<file path="src/rtl/dccc_pkg.sv">
// Shared types, constants and calendar helper functions for the day count calendar converter.
package dccc_pkg;

  localparam int unsigned DCCC_QUEUE_DEPTH = 2;

  localparam logic [13:0] FIRST_YEAR         = 14'd1970;
  localparam logic [13:0] LAST_YEAR          = 14'd9999;
  localparam logic [21:0] LAST_DAY_NUMBER    = 22'd2932896;
  localparam logic [8:0]  DAYS_PER_YEAR      = 9'd365;
  localparam logic [11:0] LEAPS_BEFORE_EPOCH = 12'd477;
  localparam logic [2:0]  EPOCH_WEEKDAY      = 3'd4;

  // Reciprocal of 100 scaled by 2^19; exact quotient for any 14-bit year.
  localparam logic [12:0] RECIP_100 = 13'd5243;
  // Reciprocal of the mean Gregorian year (365.2425 days) scaled by 2^30.
  localparam logic [21:0] RECIP_YEAR = 22'd2939805;

  localparam logic [3:0] MONTH_JAN = 4'd1;
  localparam logic [3:0] MONTH_FEB = 4'd2;
  localparam logic [3:0] MONTH_MAR = 4'd3;
  localparam logic [3:0] MONTH_APR = 4'd4;
  localparam logic [3:0] MONTH_MAY = 4'd5;
  localparam logic [3:0] MONTH_JUN = 4'd6;
  localparam logic [3:0] MONTH_JUL = 4'd7;
  localparam logic [3:0] MONTH_AUG = 4'd8;
  localparam logic [3:0] MONTH_SEP = 4'd9;
  localparam logic [3:0] MONTH_OCT = 4'd10;
  localparam logic [3:0] MONTH_NOV = 4'd11;
  localparam logic [3:0] MONTH_DEC = 4'd12;

  typedef enum logic [1:0] {
    CMD_INVALID,
    CMD_TO_DAYS,
    CMD_TO_DATE
  } cmd_kind_t;

  typedef struct packed {
    cmd_kind_t   kind;
    logic [21:0] t;
    logic [4:0]  day;
    logic [3:0]  month;
    logic [13:0] year;
    logic        leap;
  } cmd_t;

  typedef enum logic [2:0] {
    ST_IDLE,
    ST_EST,
    ST_YMUL,
    ST_YCMP,
    ST_MONTH,
    ST_FIN
  } back_state_t;

  function automatic logic [4:0] month_length(logic [3:0] month, logic leap);
    logic [4:0] len;
    case (month)
      MONTH_FEB: len = leap ? 5'd29 : 5'd28;
      MONTH_APR, MONTH_JUN, MONTH_SEP, MONTH_NOV: len = 5'd30;
      default: len = 5'd31;
    endcase
    return len;
  endfunction

  // Days in the year before the first of the given month.
  function automatic logic [8:0] days_before_month(logic [3:0] month, logic leap);
    logic [8:0] base;
    case (month)
      MONTH_JAN: base = 9'd0;
      MONTH_FEB: base = 9'd31;
      MONTH_MAR: base = 9'd59;
      MONTH_APR: base = 9'd90;
      MONTH_MAY: base = 9'd120;
      MONTH_JUN: base = 9'd151;
      MONTH_JUL: base = 9'd181;
      MONTH_AUG: base = 9'd212;
      MONTH_SEP: base = 9'd243;
      MONTH_OCT: base = 9'd273;
      MONTH_NOV: base = 9'd304;
      MONTH_DEC: base = 9'd334;
      default: base = 9'd0;
    endcase
    return base + {8'd0, leap && (month >= MONTH_MAR)};
  endfunction

  // Days from the epoch to January 1 of year x + 1, given the registered
  // products (x + 1 - 1970) * 365 and x * RECIP_100.
  function automatic logic [22:0] days_before_year(logic [22:0] p365, logic [25:0] p100,
                                                   logic [13:0] x);
    logic [6:0]  q100;
    logic [11:0] leaps;
    q100  = p100[25:19];
    leaps = 12'(x[13:2]) - 12'(q100) + 12'(q100[6:2]);
    return p365 + 23'(leaps) - 23'(LEAPS_BEFORE_EPOCH);
  endfunction

  // Remainder by 7 using 8 = 1 (mod 7): fold the octal digits together.
  function automatic logic [2:0] mod7(logic [22:0] v);
    logic [23:0] w;
    logic [5:0]  s1;
    logic [3:0]  s2;
    logic [3:0]  s3;
    w  = {1'b0, v};
    s1 = '0;
    for (int i = 0; i < 8; i++) begin
      s1 = s1 + 6'(w[3*i +: 3]);
    end
    s2 = 4'(s1[2:0]) + 4'(s1[5:3]);
    s3 = 4'(s2[2:0]) + 4'(s2[3]);
    return (s3 >= 4'd7) ? 3'(s3 - 4'd7) : s3[2:0];
  endfunction

endpackage

</file>
<file path="src/rtl/dccc_front.sv">
// Front end: accepts items, range-checks them and builds one command for the back end.
module dccc_front (
  input  logic               cmd_valid,
  output logic               cmd_ready,
  input  logic               mode,
  input  logic [4:0]         day,
  input  logic [3:0]         month,
  input  logic [13:0]        year,
  input  logic [21:0]        day_number,
  input  logic signed [22:0] offset,
  input  logic               full,
  output logic               push,
  output dccc_pkg::cmd_t     cmd
);
  import dccc_pkg::*;

  logic [26:0] y_prod;
  logic        div100;
  logic        div400;
  logic        leap;
  logic        date_ok;
  logic [23:0] sum;
  logic        sum_ok;

  assign cmd_ready = !full;
  assign push      = cmd_valid && !full;

  always_comb begin
    // With y = 100q + r the low 19 bits of y * 5243 are 12q + 5243r,
    // which stays below 5243 exactly when r is zero.
    y_prod  = 27'(year) * 27'(RECIP_100);
    div100  = y_prod[18:0] < 19'(RECIP_100);
    div400  = div100 && (y_prod[20:19] == 2'b00);
    leap    = ((year[1:0] == 2'b00) && !div100) || div400;
    date_ok = (year >= FIRST_YEAR) && (year <= LAST_YEAR) &&
              (month >= MONTH_JAN) && (month <= MONTH_DEC) &&
              (day != 5'd0) && (day <= month_length(month, leap));

    sum    = {2'b00, day_number} + {offset[22], offset};
    sum_ok = (day_number <= LAST_DAY_NUMBER) && !sum[23] &&
             (sum[22:0] <= 23'(LAST_DAY_NUMBER));

    cmd.t     = sum[21:0];
    cmd.day   = day;
    cmd.month = month;
    cmd.year  = year;
    cmd.leap  = leap;
    if (mode) begin
      cmd.kind = sum_ok ? CMD_TO_DATE : CMD_INVALID;
    end else begin
      cmd.kind = date_ok ? CMD_TO_DAYS : CMD_INVALID;
    end
  end

endmodule

</file>
<file path="src/rtl/dccc_queue.sv">
// Small command queue between the front end and the back end.
module dccc_queue #(
  parameter int unsigned DEPTH = dccc_pkg::DCCC_QUEUE_DEPTH
) (
  input  logic           clk,
  input  logic           rst,
  input  logic           push,
  input  dccc_pkg::cmd_t push_data,
  output logic           full,
  input  logic           pop,
  output dccc_pkg::cmd_t pop_data,
  output logic           empty
);
  import dccc_pkg::*;

  localparam int unsigned PTR_W = $clog2(DEPTH);
  localparam int unsigned CNT_W = $clog2(DEPTH + 1);

  cmd_t             entries [DEPTH];
  logic [PTR_W-1:0] wr_ptr;
  logic [PTR_W-1:0] rd_ptr;
  logic [CNT_W-1:0] count;

  assign full     = count == CNT_W'(DEPTH);
  assign empty    = count == '0;
  assign pop_data = entries[rd_ptr];

  always_ff @(posedge clk) begin
    if (push) begin
      entries[wr_ptr] <= push_data;
    end
  end

  always_ff @(posedge clk) begin
    if (rst) begin
      wr_ptr <= '0;
      rd_ptr <= '0;
      count  <= '0;
    end else begin
      if (push) begin
        wr_ptr <= (wr_ptr == PTR_W'(DEPTH - 1)) ? '0 : wr_ptr + PTR_W'(1);
      end
      if (pop) begin
        rd_ptr <= (rd_ptr == PTR_W'(DEPTH - 1)) ? '0 : rd_ptr + PTR_W'(1);
      end
      case ({push, pop})
        2'b10: count <= count + CNT_W'(1);
        2'b01: count <= count - CNT_W'(1);
        default: count <= count;
      endcase
    end
  end

  a_count_bounded: assert property (@(posedge clk) disable iff (rst)
    count <= CNT_W'(DEPTH))
    else $error("queue count exceeds depth");

  a_no_pop_when_empty: assert property (@(posedge clk) disable iff (rst)
    pop |-> count != '0)
    else $error("pop from an empty queue");

  a_push_grows: assert property (@(posedge clk) disable iff (rst)
    push && !pop |=> count == $past(count) + CNT_W'(1))
    else $error("push without pop did not grow the queue");

endmodule

</file>
<file path="src/rtl/dccc_back.sv">
// Back end: sequencer that resolves the year, picks the month and holds the result register.
module dccc_back (
  input  logic           clk,
  input  logic           rst,
  input  logic           empty,
  input  dccc_pkg::cmd_t head,
  output logic           pop,
  output logic           res_valid,
  input  logic           res_ready,
  output logic           valid_res,
  output logic [21:0]    result_day_number,
  output logic [4:0]     result_day,
  output logic [3:0]     result_month,
  output logic [13:0]    result_year,
  output logic [2:0]     weekday
);
  import dccc_pkg::*;

  back_state_t state;
  back_state_t state_next;
  cmd_t        cur;
  cmd_t        cur_next;
  logic [13:0] y;
  logic [13:0] y_next;
  logic [22:0] p365;
  logic [22:0] p365_next;
  logic [25:0] p100_lo;
  logic [25:0] p100_lo_next;
  logic [25:0] p100_hi;
  logic [25:0] p100_hi_next;
  logic [8:0]  rem;
  logic [8:0]  rem_next;
  logic [43:0] est_prod;
  logic [22:0] dby_lo;
  logic [22:0] dby_hi;
  logic [22:0] t_ext;
  logic [3:0]  m_sel;
  logic [8:0]  m_base;
  logic [2:0]  wd;
  logic        load_res;

  always_comb begin
    state_next   = state;
    cur_next     = cur;
    y_next       = y;
    p365_next    = p365;
    p100_lo_next = p100_lo;
    p100_hi_next = p100_hi;
    rem_next     = rem;
    pop          = 1'b0;
    load_res     = 1'b0;

    t_ext    = {1'b0, cur.t};
    est_prod = 44'(cur.t) * 44'(RECIP_YEAR);
    // Start of year y and of year y + 1.
    dby_lo   = days_before_year(p365, p100_lo, y - 14'd1);
    dby_hi   = days_before_year(p365 + 23'(DAYS_PER_YEAR), p100_hi, y);
    wd       = mod7(t_ext + 23'(EPOCH_WEEKDAY));

    // Last month whose first day is not past the day of the year.
    m_sel = MONTH_JAN;
    for (int m = 2; m <= 12; m++) begin
      if (rem >= days_before_month(4'(m), cur.leap)) begin
        m_sel = 4'(m);
      end
    end
    m_base = days_before_month(m_sel, cur.leap);

    case (state)
      ST_IDLE: begin
        if (!empty) begin
          pop      = 1'b1;
          cur_next = head;
          y_next   = head.year;
          case (head.kind)
            CMD_TO_DAYS: state_next = ST_YMUL;
            CMD_TO_DATE: state_next = ST_EST;
            default: state_next = ST_FIN;
          endcase
        end
      end
      ST_EST: begin
        y_next     = FIRST_YEAR + est_prod[43:30];
        state_next = ST_YMUL;
      end
      ST_YMUL: begin
        p365_next    = 23'(y - FIRST_YEAR) * 23'(DAYS_PER_YEAR);
        p100_lo_next = 26'(y - 14'd1) * 26'(RECIP_100);
        p100_hi_next = 26'(y) * 26'(RECIP_100);
        state_next   = ST_YCMP;
      end
      ST_YCMP: begin
        if (cur.kind == CMD_TO_DAYS) begin
          cur_next.t = 22'(dby_lo + 23'(days_before_month(cur.month, cur.leap)) +
                           23'(cur.day) - 23'd1);
          state_next = ST_FIN;
        end else if (dby_lo > t_ext) begin
          y_next     = y - 14'd1;
          state_next = ST_YMUL;
        end else if (dby_hi <= t_ext) begin
          y_next     = y + 14'd1;
          state_next = ST_YMUL;
        end else begin
          rem_next      = 9'(t_ext - dby_lo);
          cur_next.leap = (dby_hi - dby_lo) != 23'(DAYS_PER_YEAR);
          state_next    = ST_MONTH;
        end
      end
      ST_MONTH: begin
        cur_next.month = m_sel;
        cur_next.day   = 5'(rem - m_base + 9'd1);
        cur_next.year  = y;
        state_next     = ST_FIN;
      end
      ST_FIN: begin
        if (!res_valid || res_ready) begin
          load_res   = 1'b1;
          state_next = ST_IDLE;
        end
      end
      default: state_next = ST_IDLE;
    endcase
  end

  always_ff @(posedge clk) begin
    if (rst) begin
      state     <= ST_IDLE;
      res_valid <= 1'b0;
    end else begin
      state <= state_next;
      if (load_res) begin
        res_valid <= 1'b1;
      end else if (res_ready) begin
        res_valid <= 1'b0;
      end
    end
  end

  always_ff @(posedge clk) begin
    cur     <= cur_next;
    y       <= y_next;
    p365    <= p365_next;
    p100_lo <= p100_lo_next;
    p100_hi <= p100_hi_next;
    rem     <= rem_next;
    if (load_res) begin
      if (cur.kind == CMD_INVALID) begin
        valid_res         <= 1'b0;
        result_day_number <= '0;
        result_day        <= '0;
        result_month      <= '0;
        result_year       <= '0;
        weekday           <= '0;
      end else begin
        valid_res         <= 1'b1;
        result_day_number <= cur.t;
        result_day        <= cur.day;
        result_month      <= cur.month;
        result_year       <= cur.year;
        weekday           <= wd;
      end
    end
  end

  a_reset_idle: assert property (@(posedge clk)
    rst |=> state == ST_IDLE && !res_valid)
    else $error("back end not idle after reset");

  a_rem_in_year: assert property (@(posedge clk) disable iff (rst)
    state == ST_MONTH |-> rem <= 9'd365)
    else $error("day of year out of range");

  a_year_in_range: assert property (@(posedge clk) disable iff (rst)
    state == ST_FIN && cur.kind != CMD_INVALID |->
      cur.year >= FIRST_YEAR && cur.year <= LAST_YEAR)
    else $error("resolved year out of range");

  a_invalid_zero: assert property (@(posedge clk) disable iff (rst)
    res_valid && !valid_res |-> result_day_number == '0 && weekday == '0)
    else $error("invalid result carries nonzero fields");

  a_valid_month: assert property (@(posedge clk) disable iff (rst)
    res_valid && valid_res |-> result_month != '0 && result_month <= MONTH_DEC)
    else $error("valid result with month out of range");

endmodule

</file>
<file path="src/rtl/day_count_calendar_converter_core.sv">
// Top level of the day count calendar converter: front end, command queue and back end.
// An invalid item goes straight to ST_FIN; a date to day number item via ST_YMUL, ST_YCMP,
// ST_FIN; a day number to date item via ST_EST, ST_YMUL, ST_YCMP (both again per year
// correction, at most one), ST_MONTH, ST_FIN. The back end works on one item at a time; the
// queue takes up to QUEUE_DEPTH more items meanwhile. Reset (rst, synchronous, active high)
// empties the queue, idles the sequencer and drops res_valid; no other clearing is needed.
module day_count_calendar_converter_core #(
  // Queue depth, 2 to 16 entries.
  parameter int unsigned QUEUE_DEPTH = dccc_pkg::DCCC_QUEUE_DEPTH
) (
  input  logic               clk,
  input  logic               rst,
  input  logic               cmd_valid,
  output logic               cmd_ready,
  input  logic               mode,
  input  logic [4:0]         day,
  input  logic [3:0]         month,
  input  logic [13:0]        year,
  input  logic [21:0]        day_number,
  input  logic signed [22:0] offset,
  output logic               res_valid,
  input  logic               res_ready,
  output logic               valid_res,
  output logic [21:0]        result_day_number,
  output logic [4:0]         result_day,
  output logic [3:0]         result_month,
  output logic [13:0]        result_year,
  output logic [2:0]         weekday
);
  import dccc_pkg::*;

  // The front end does all the checks that need no iteration: it validates a
  // civil date (including February 29 by a reciprocal divide of the year) and
  // adds the signed offset to the day number, range checking the sum. Each
  // item becomes one command tagged invalid, date to days, or days to date.
  cmd_t push_cmd;
  cmd_t head_cmd;
  logic push;
  logic pop;
  logic full;
  logic empty;

  dccc_front u_front (
    .cmd_valid  (cmd_valid),
    .cmd_ready  (cmd_ready),
    .mode       (mode),
    .day        (day),
    .month      (month),
    .year       (year),
    .day_number (day_number),
    .offset     (offset),
    .full       (full),
    .push       (push),
    .cmd        (push_cmd)
  );

  // The queue decouples acceptance from the iterative back end, so a new item
  // is taken while an earlier one is still being worked on or waits at the
  // output register, as long as the queue is not full.
  dccc_queue #(
    .DEPTH (QUEUE_DEPTH)
  ) u_queue (
    .clk       (clk),
    .rst       (rst),
    .push      (push),
    .push_data (push_cmd),
    .full      (full),
    .pop       (pop),
    .pop_data  (head_cmd),
    .empty     (empty)
  );

  // The back end estimates the year from the day number with a reciprocal of
  // the mean year length, then corrects it one year at a time by comparing
  // against the start days of that year and the next. The months are found by
  // comparing the day of the year against all month starts at once. For a
  // civil date the same year start logic gives the day number directly. The
  // weekday comes from the day number modulo 7. The result sits in an output
  // register until it is taken.
  dccc_back u_back (
    .clk               (clk),
    .rst               (rst),
    .empty             (empty),
    .head              (head_cmd),
    .pop               (pop),
    .res_valid         (res_valid),
    .res_ready         (res_ready),
    .valid_res         (valid_res),
    .result_day_number (result_day_number),
    .result_day        (result_day),
    .result_month      (result_month),
    .result_year       (result_year),
    .weekday           (weekday)
  );

endmodule

</file>
<file path="config.mk">
export PLATFORM = sky130hd
export DESIGN_NAME = day_count_calendar_converter_core
export DESIGN_NICKNAME = d
export VERILOG_FILES = /design/src/rtl/dccc_pkg.sv /design/src/rtl/dccc_front.sv /design/src/rtl/dccc_queue.sv /design/src/rtl/dccc_back.sv /design/src/rtl/day_count_calendar_converter_core.sv
export SDC_FILE = /design/constraint.sdc
export NUM_CORES = 2
export LEC_CHECK = 0
export BUFFER_PORTS_ARGS = -buffer_cell sky130_fd_sc_hd__buf_2
export CAP_MARGIN = 10
export CORE_MARGIN = 5
export CORE_UTILIZATION = 40
export CTS_CLUSTER_DIAMETER = 50
export DETAILED_ROUTE_END_ITERATION = 6
export GPL_ROUTABILITY_DRIVEN = 0
export PLACE_DENSITY = 0.57
export SKIP_CTS_REPAIR_TIMING = 1
export SYNTH_ARGS = -nofsm -noshare
export SYNTH_HDL_FRONTEND = slang
export SYNTH_SLANG_ARGS = --single-unit
</file>
<file path="constraint.sdc">
create_clock -name clk -period 15.7 [get_ports clk]
set_clock_uncertainty 0.05 [all_clocks]
set_input_delay 1.57 -clock clk [delete_from_list [all_inputs] [get_ports clk]]
set_output_delay 1.57 -clock clk [all_outputs]
set_load 0.02 [all_outputs]
</file>
-- Word level (Yosys, flattened, before mapping)
Memories as Yosys holds them, arrays and structs flattened. A register that Yosys moved wholly into a read port is not among the register bits.
Cells that the tools add are included.
- flip-flop bits (word level): 203
- memory bits (writable): 96
- ROM bits: 288
- input bits: 73
- output and inout bits: 51
- word-level logic and storage cells: 222
- memories kept: 3
- add/subtract/negate cells: 49
- $mul: 5
- magnitude comparators: 24
- equal/unequal tests: 24
- muxes and demuxes: 54
- bitwise gates (word level): 4
- reduce and logical (&&, ||, !) cells: 37
- memories (name ; depth ; bits a word ; rd ports ; clocked after memory_dff ; write ports ; line ; text):
    (no name shown) ; 16 ; 9 ; 1 ; 0 ; 0 ; dccc_pkg.sv:68 ; case (month)
    (no name shown) ; 16 ; 9 ; 1 ; 1 ; 0 ; dccc_pkg.sv:68 ;
    u_queue.entries ; 2 ; 48 ; 1 ; 1 ; 1 ; dccc_queue.sv:19 ; cmd_t entries [DEPTH];
- operators with widths (kind ; count):
    >= comparator 9 bit ; 7
    two-way mux 14 bit ; 4
    adder 23 x 12 -> 23 bit ; 2
    two-way mux 46 bit ; 1
    case mux 23 bit (2 select lines) ; 1
    subtractor 23 x 9 -> 23 bit, second input constant ; 2
    multiplier 22 x 22 -> 44 bit, second input constant ; 1
    two-way mux 4 bit ; 11
    case mux 22 bit (2 select lines) ; 1
    case mux 14 bit (3 select lines) ; 1
    adder 8 x 1 -> 9 bit, first input constant ; 4
    adder 6 x 3 -> 6 bit ; 5
    adder 9 x 1 -> 9 bit, first input constant ; 3
    multiplier 14 x 13 -> 26 bit, second input constant ; 1
    multiplier 26 x 13 -> 26 bit, second input constant ; 1
    adder 12 x 5 -> 12 bit ; 2
    adder 23 x 23 -> 24 bit ; 1
    subtractor 12 x 7 -> 12 bit ; 2
    adder 22 x 3 -> 23 bit, second input constant ; 1
    adder 23 x 9 -> 23 bit, second input constant ; 1
    greater-than comparator 23 x 22 -> 1 bit ; 1
    less-or-equal comparator 23 x 22 -> 1 bit ; 1
    less-or-equal comparator 23 x 22 -> 1 bit, second input constant ; 1
    multiplier 23 x 9 -> 23 bit, second input constant ; 1
    other kinds (72) ; 141

-- Longest topological paths before layout
- depth in word-level cells: 19
- mapped depth: 43
- mapped depth without buffers: 43

-- Cells and area by module
A second synthesis with hierarchy kept.
- cell total of the unflattened synthesis: 4525
- area total of the unflattened synthesis: 44542.7 sq um
- modules (own cells, without submodules) (module ; times used ; cells an instance ; area an instance (sq um) ; sequential area each (sq um)):
    dccc_back ; 1 ; 3709 ; 35512.8 ; 4974.8
    dccc_front ; 1 ; 645 ; 5371.4 ; 0.0
    dccc_queue ; 1 ; 171 ; 3658.5 ; 2982.9

-- Least setup slack after synthesis
No wires, ideal clock.
- kind: register -> register
- start: register u_back.y[0]
- end: register u_back.cur[0] (netlist bit) (enable)
- setup time: 292 ps
- arrival: 8356 ps
- data required time: 15358 ps
- setup slack: 7002 ps
- stages on the path, launching flop included: 37
- path buffers: 1
- clock period less this slack: 8698 ps
- path through: edfxtp_1 inv_1 ha_1 o21ai_0 xnor2_1 inv_1 fa_1 ha_1 a21oi_1 o21bai_1 a21oi_1 o21bai_1 a21oi_1 nor2b_1 nor2_1 o21bai_1 a21oi_1 o21bai_1 xor2_1 ha_1 inv_1 ha_1 a21o_1 a21oi_1 o21ai_0 a31oi_1 xnor2_1 ha_1 a21o_1 a21o_1 a2111oi_0 a21oi_1 o31ai_1 nand2_1 buf_2 nor3_1 or2_2
- longest elaborated chain between the ends: 8
- RTL lines (item ; line ; text):
    start, declared ; dccc_back.sv:23 ; logic [13:0] y;
    start signal, assigned ; dccc_back.sv:141 ; y <= y_next;
    subtractor 14 x 1 -> 14 bit ; dccc_back.sv:56 ; dby_lo = days_before_year(p365, p100_lo, y - 14'd1);
    subtractor 12 x 7 -> 12 bit ; dccc_pkg.sv:93 ; leaps = 12'(x[13:2]) - 12'(q100) + 12'(q100[6:2]);
    adder 12 x 5 -> 12 bit ; dccc_pkg.sv:93 ;
    adder 23 x 12 -> 23 bit ; dccc_pkg.sv:94 ; return p365 + 23'(leaps) - 23'(LEAPS_BEFORE_EPOCH);
    subtractor 23 x 9 -> 23 bit ; dccc_pkg.sv:94 ;
    greater-than comparator 23 x 22 -> 1 bit ; dccc_back.sv:97 ; end else if (dby_lo > t_ext) begin
    inequality test 2 bit (no source line) ; - ;
    AND reduction 5 bit (no source line) ; - ;
    end signal, assigned ; dccc_back.sv:140 ; cur <= cur_next;
    end, declared ; dccc_back.sv:21 ; cmd_t cur;
Every way passes these cells.
A chain may end at the register's enable or synchronous reset.

==> results.sh <==
export IMPL_status="finished clean"
export IMPL_finalHoldViolations=0
export IMPL_core_mm2=0.1086
export IMPL_synthCells=4405
export IMPL_rsz0062_at_grt="false"
export IMPL_dp_cells=5920
export IMPL_global_route_usage_met1_pct=27.85
export IMPL_hold_worst_slack_ns=0.4531
export IMPL_floorplan_io_pins=124
export IMPL_fp_dieW_um=340.2
export IMPL_synth_edff_count=253
export IMPL_grt_pass1_wl_um=184300
export IMPL_routed_wire_length_per_instance_um=19.63
export IMPL_floorplan_initialDensity_pct=40.18
export IMPL_synth_mux_area_share_pct=1.575
export IMPL_total_via_count_after_detailed_routing=31040
export IMPL_worst_path_largest_cell_delay_ns=0.83
export IMPL_kind_of_start_point_of_the_critical_path="register"
export IMPL_drt_antenna_violating_nets=0
export IMPL_synth_yosys_seq_area_share_pct=18.25
export IMPL_final_cells=6000
export IMPL_antennaDiodeCount=0
export IMPL_synth_top_family_by_area="adder cells"
export IMPL_clk_insertion_delay_late_ns=0.62
export IMPL_root_buffer="clkbuf_16"
export IMPL_post_synth_top_area_share_pct=24.44
export IMPL_ys_warnings_count=0
export IMPL_regArea_mm2=0.007959
export IMPL_ys_flop_type="edfxtp_1"
export IMPL_synthSimpleGateAreaFrac_pct=7.870
export IMPL_detailedRoute_firstIterationViolations=1796
export IMPL_synth_compound_area_share_pct=10.71
export IMPL_async_reset_ff_share_pct=0
export IMPL_holdCritPathClass="register to register"
export IMPL_pre_repair_dr_iteration_count=5
export IMPL_synth_seq_cells=271
export IMPL_post_synth_main_area_contributors="ha_1 24%, fa_1 23%, edfxtp_1 17%"
export IMPL_period_minus_slack_ns=10.45
export IMPL_tritoncts_clock_tree="done"
export IMPL_fillcell_total=10480
export IMPL_grt_use_met2_pct=34.48
export IMPL_post_drt_via_cell_ratio=5.173
export IMPL_timing_setup_critical_path_class="register to register"
export IMPL_tritoncts_num_buffers=43
export IMPL_timing_critical_path_mode_cell="a21oi_1"
export IMPL_largest_net_degree_at_the_start_of_global_routing=55
export IMPL_die_h_um=340.2
export IMPL_cts_buffer_depth=3
export IMPL_placement_stage_cell_area_mm2=0.04604
export IMPL_count_of_endpoints_failing_setup_in_the_final_report=0
export IMPL_drv_slew=0
export IMPL_first_global_vias=32120
export IMPL_slew_limit_headroom_pct=30.06
export IMPL_total_gr_overflow=0
export IMPL_synth_cell_area_mm2=0.04361
export IMPL_clk_pin_slew_ns=0.06
export IMPL_syn_num_nets=5836
export IMPL_global_route_usage_met3_pct=2.607
export IMPL_synthesis_area_per_instance_um2=9.901
export IMPL_setup_tns_ns=0
export IMPL_tightest_slew_ns=1.049
export IMPL_ctsHtreeMaxLevel=2
export IMPL_antenna_found_initial=1
export IMPL_core_rowCount=121
export IMPL_port_buffer_count=123
export IMPL_crit_path_end_kind="register"
export IMPL_fmax_mhz=95.68
export IMPL_drc=0
export IMPL_synthXorXnorAreaFrac_pct=4.912
export IMPL_stdcell_area_mm2=0.04759
export IMPL_yosys_area_share_adder_pct=47.67
export IMPL_max_cap_violations=0
export IMPL_hpwlAfterDp_um=98710
export IMPL_drt_wl_total_um=117800
export IMPL_clock_sinks=271
export IMPL_layout_cells_most_common="inv_1"
export IMPL_grt_busiest_layer="met2"
export IMPL_mostFrequentLayoutCells="978 x inv_1, 852 x ha_1, 506 x fa_1"
export IMPL_layout_nets=5982
export IMPL_cell_type_with_the_highest_aggregate_area_in_the_netlist="ha_1"
export IMPL_area_overhead_of_the_layout_relative_to_synthesis_pct=9.132
export IMPL_layout_drive_gt1_share_pct=6.454
export IMPL_crit_slowest_cell="edfxtp_1"
export IMPL_final_min_period_over_clock_period_pct=66.57
export IMPL_multiInputGateArea_mm2=0.03177
export IMPL_crit_path_max_fanout=16
export IMPL_worst_endpoint_required_ns=15.96
export IMPL_die_area_mm2=0.1157
export IMPL_arrival_time_at_the_worst_endpoint_ns=10.71
export IMPL_synthDistinctLibCells=99
export IMPL_gr_util_all_layers_pct=20.40
flip-flops by register name, summed over array words and instances (netlist names), named ones only:
signal                    count
u_back.p100_lo                7
u_queue.entries              96
u_back.result_year           14
u_back.p365                  22
u_queue.rd_ptr                1
u_back.result_day             5
u_back.result_day_number     22
u_back.result_month           4
u_back.y                     14
u_queue.wr_ptr                1
u_back.weekday                3
u_back.rem                    9
u_back.valid_res              1
u_queue.count                 2
u_back.state                  3
u_back.cur                   48
u_back.p100_hi                8
u_back.res_valid              1
worst max-delay path: cells and delay by family, from the launching register on:
family | cells | cell delay (ns)
AND/OR/NAND/NOR | 7 | 1.48
XOR/XNOR | 3 | 1.20
buffers and inverters | 4 | 0.54
flip-flops | 1 | 0.83
adder cells (fa/ha/maj) | 6 | 2.28
AO/OA/AOI/OAI | 19 | 3.79
cell families (layout without fill, tap and decap cells):
logic type / count (synthesis) / in the layout
AO/OA/AOI/OAI: 718 / 718
adder cells (fa/ha/maj): 1358 / 1358
multiplexers: 67 / 67
XOR/XNOR: 243 / 243
AND/OR/NAND/NOR: 712 / 712
buffers and inverters: 1036 / 1217
flip-flops: 271 / 271
cell type report:
class / instances / area share, %
Inverter: 981 / 7.737
Timing Repair Buffer: 156 / 1.814
Clock inverter: 33 / 0.9701
Tap cell: 1414 / 3.717
Clock buffer: 47 / 2.292
Multi-Input combinational cell: 3098 / 66.75
Sequential cell: 271 / 16.72
through the flow:
stage	util (%)	setup slack, ns
floorplan	-	7.002
global placement	42.42	5.711
global route	43.85	4.485
finish	43.85	5.248
detailed placement	42.42	5.438
CTS	43.85	5.363
synth_stat cells, types with 9 or more instances:
library cell / count
inv_1: 978
ha_1: 852
fa_1: 506
edfxtp_1: 253
nor2_1: 220
a21oi_1: 219
nand2_1: 177
xnor2_1: 177
o21ai_0: 143
a21o_1: 71
xor2_1: 65
nor2b_1: 63
mux2i_1: 54
nand3_1: 51
o21a_1: 44
nor3_1: 40
clkbuf_1: 38
o21bai_1: 29
nand4_1: 27
a211oi_1: 26
and3_1: 26
a31oi_1: 22
a21boi_0: 21
nand2b_1: 20
dfxtp_1: 18
nor4_1: 16
and2_1: 14
mux2_2: 13
o211ai_1: 13
o31ai_1: 12
or3_1: 12
o2111ai_1: 10
a2111oi_0: 9
final timing paths:
check / depth (start not counted) / slack [ns] / startpoint / to
max: 39 / 5.25 / u_back.y[0]$_DFFE_PP_ / u_back.cur[0]$_DFFE_PP_
min: 2 / 0.45 / u_queue.count[1]$_SDFFE_PP0P_ / u_queue.count[1]$_SDFFE_PP0P_
max reg2reg: 39 / 5.25 / u_back.y[0]$_DFFE_PP_ / u_back.cur[0]$_DFFE_PP_
min reg2reg: 2 / 0.45 / u_queue.count[1]$_SDFFE_PP0P_ / u_queue.count[1]$_SDFFE_PP0P_
layer usage:
layer  vias to the layer above  wire length (um)
met5                         -                13
met4                         2              3268
met3                       164              5454
met2                       702             55560
met1                     15230             53490
li1                      14940                 -
Power is left out: the tool's default activity adds up to more than one toggle a clock period on the data nets, which glitch-free logic cannot reach.
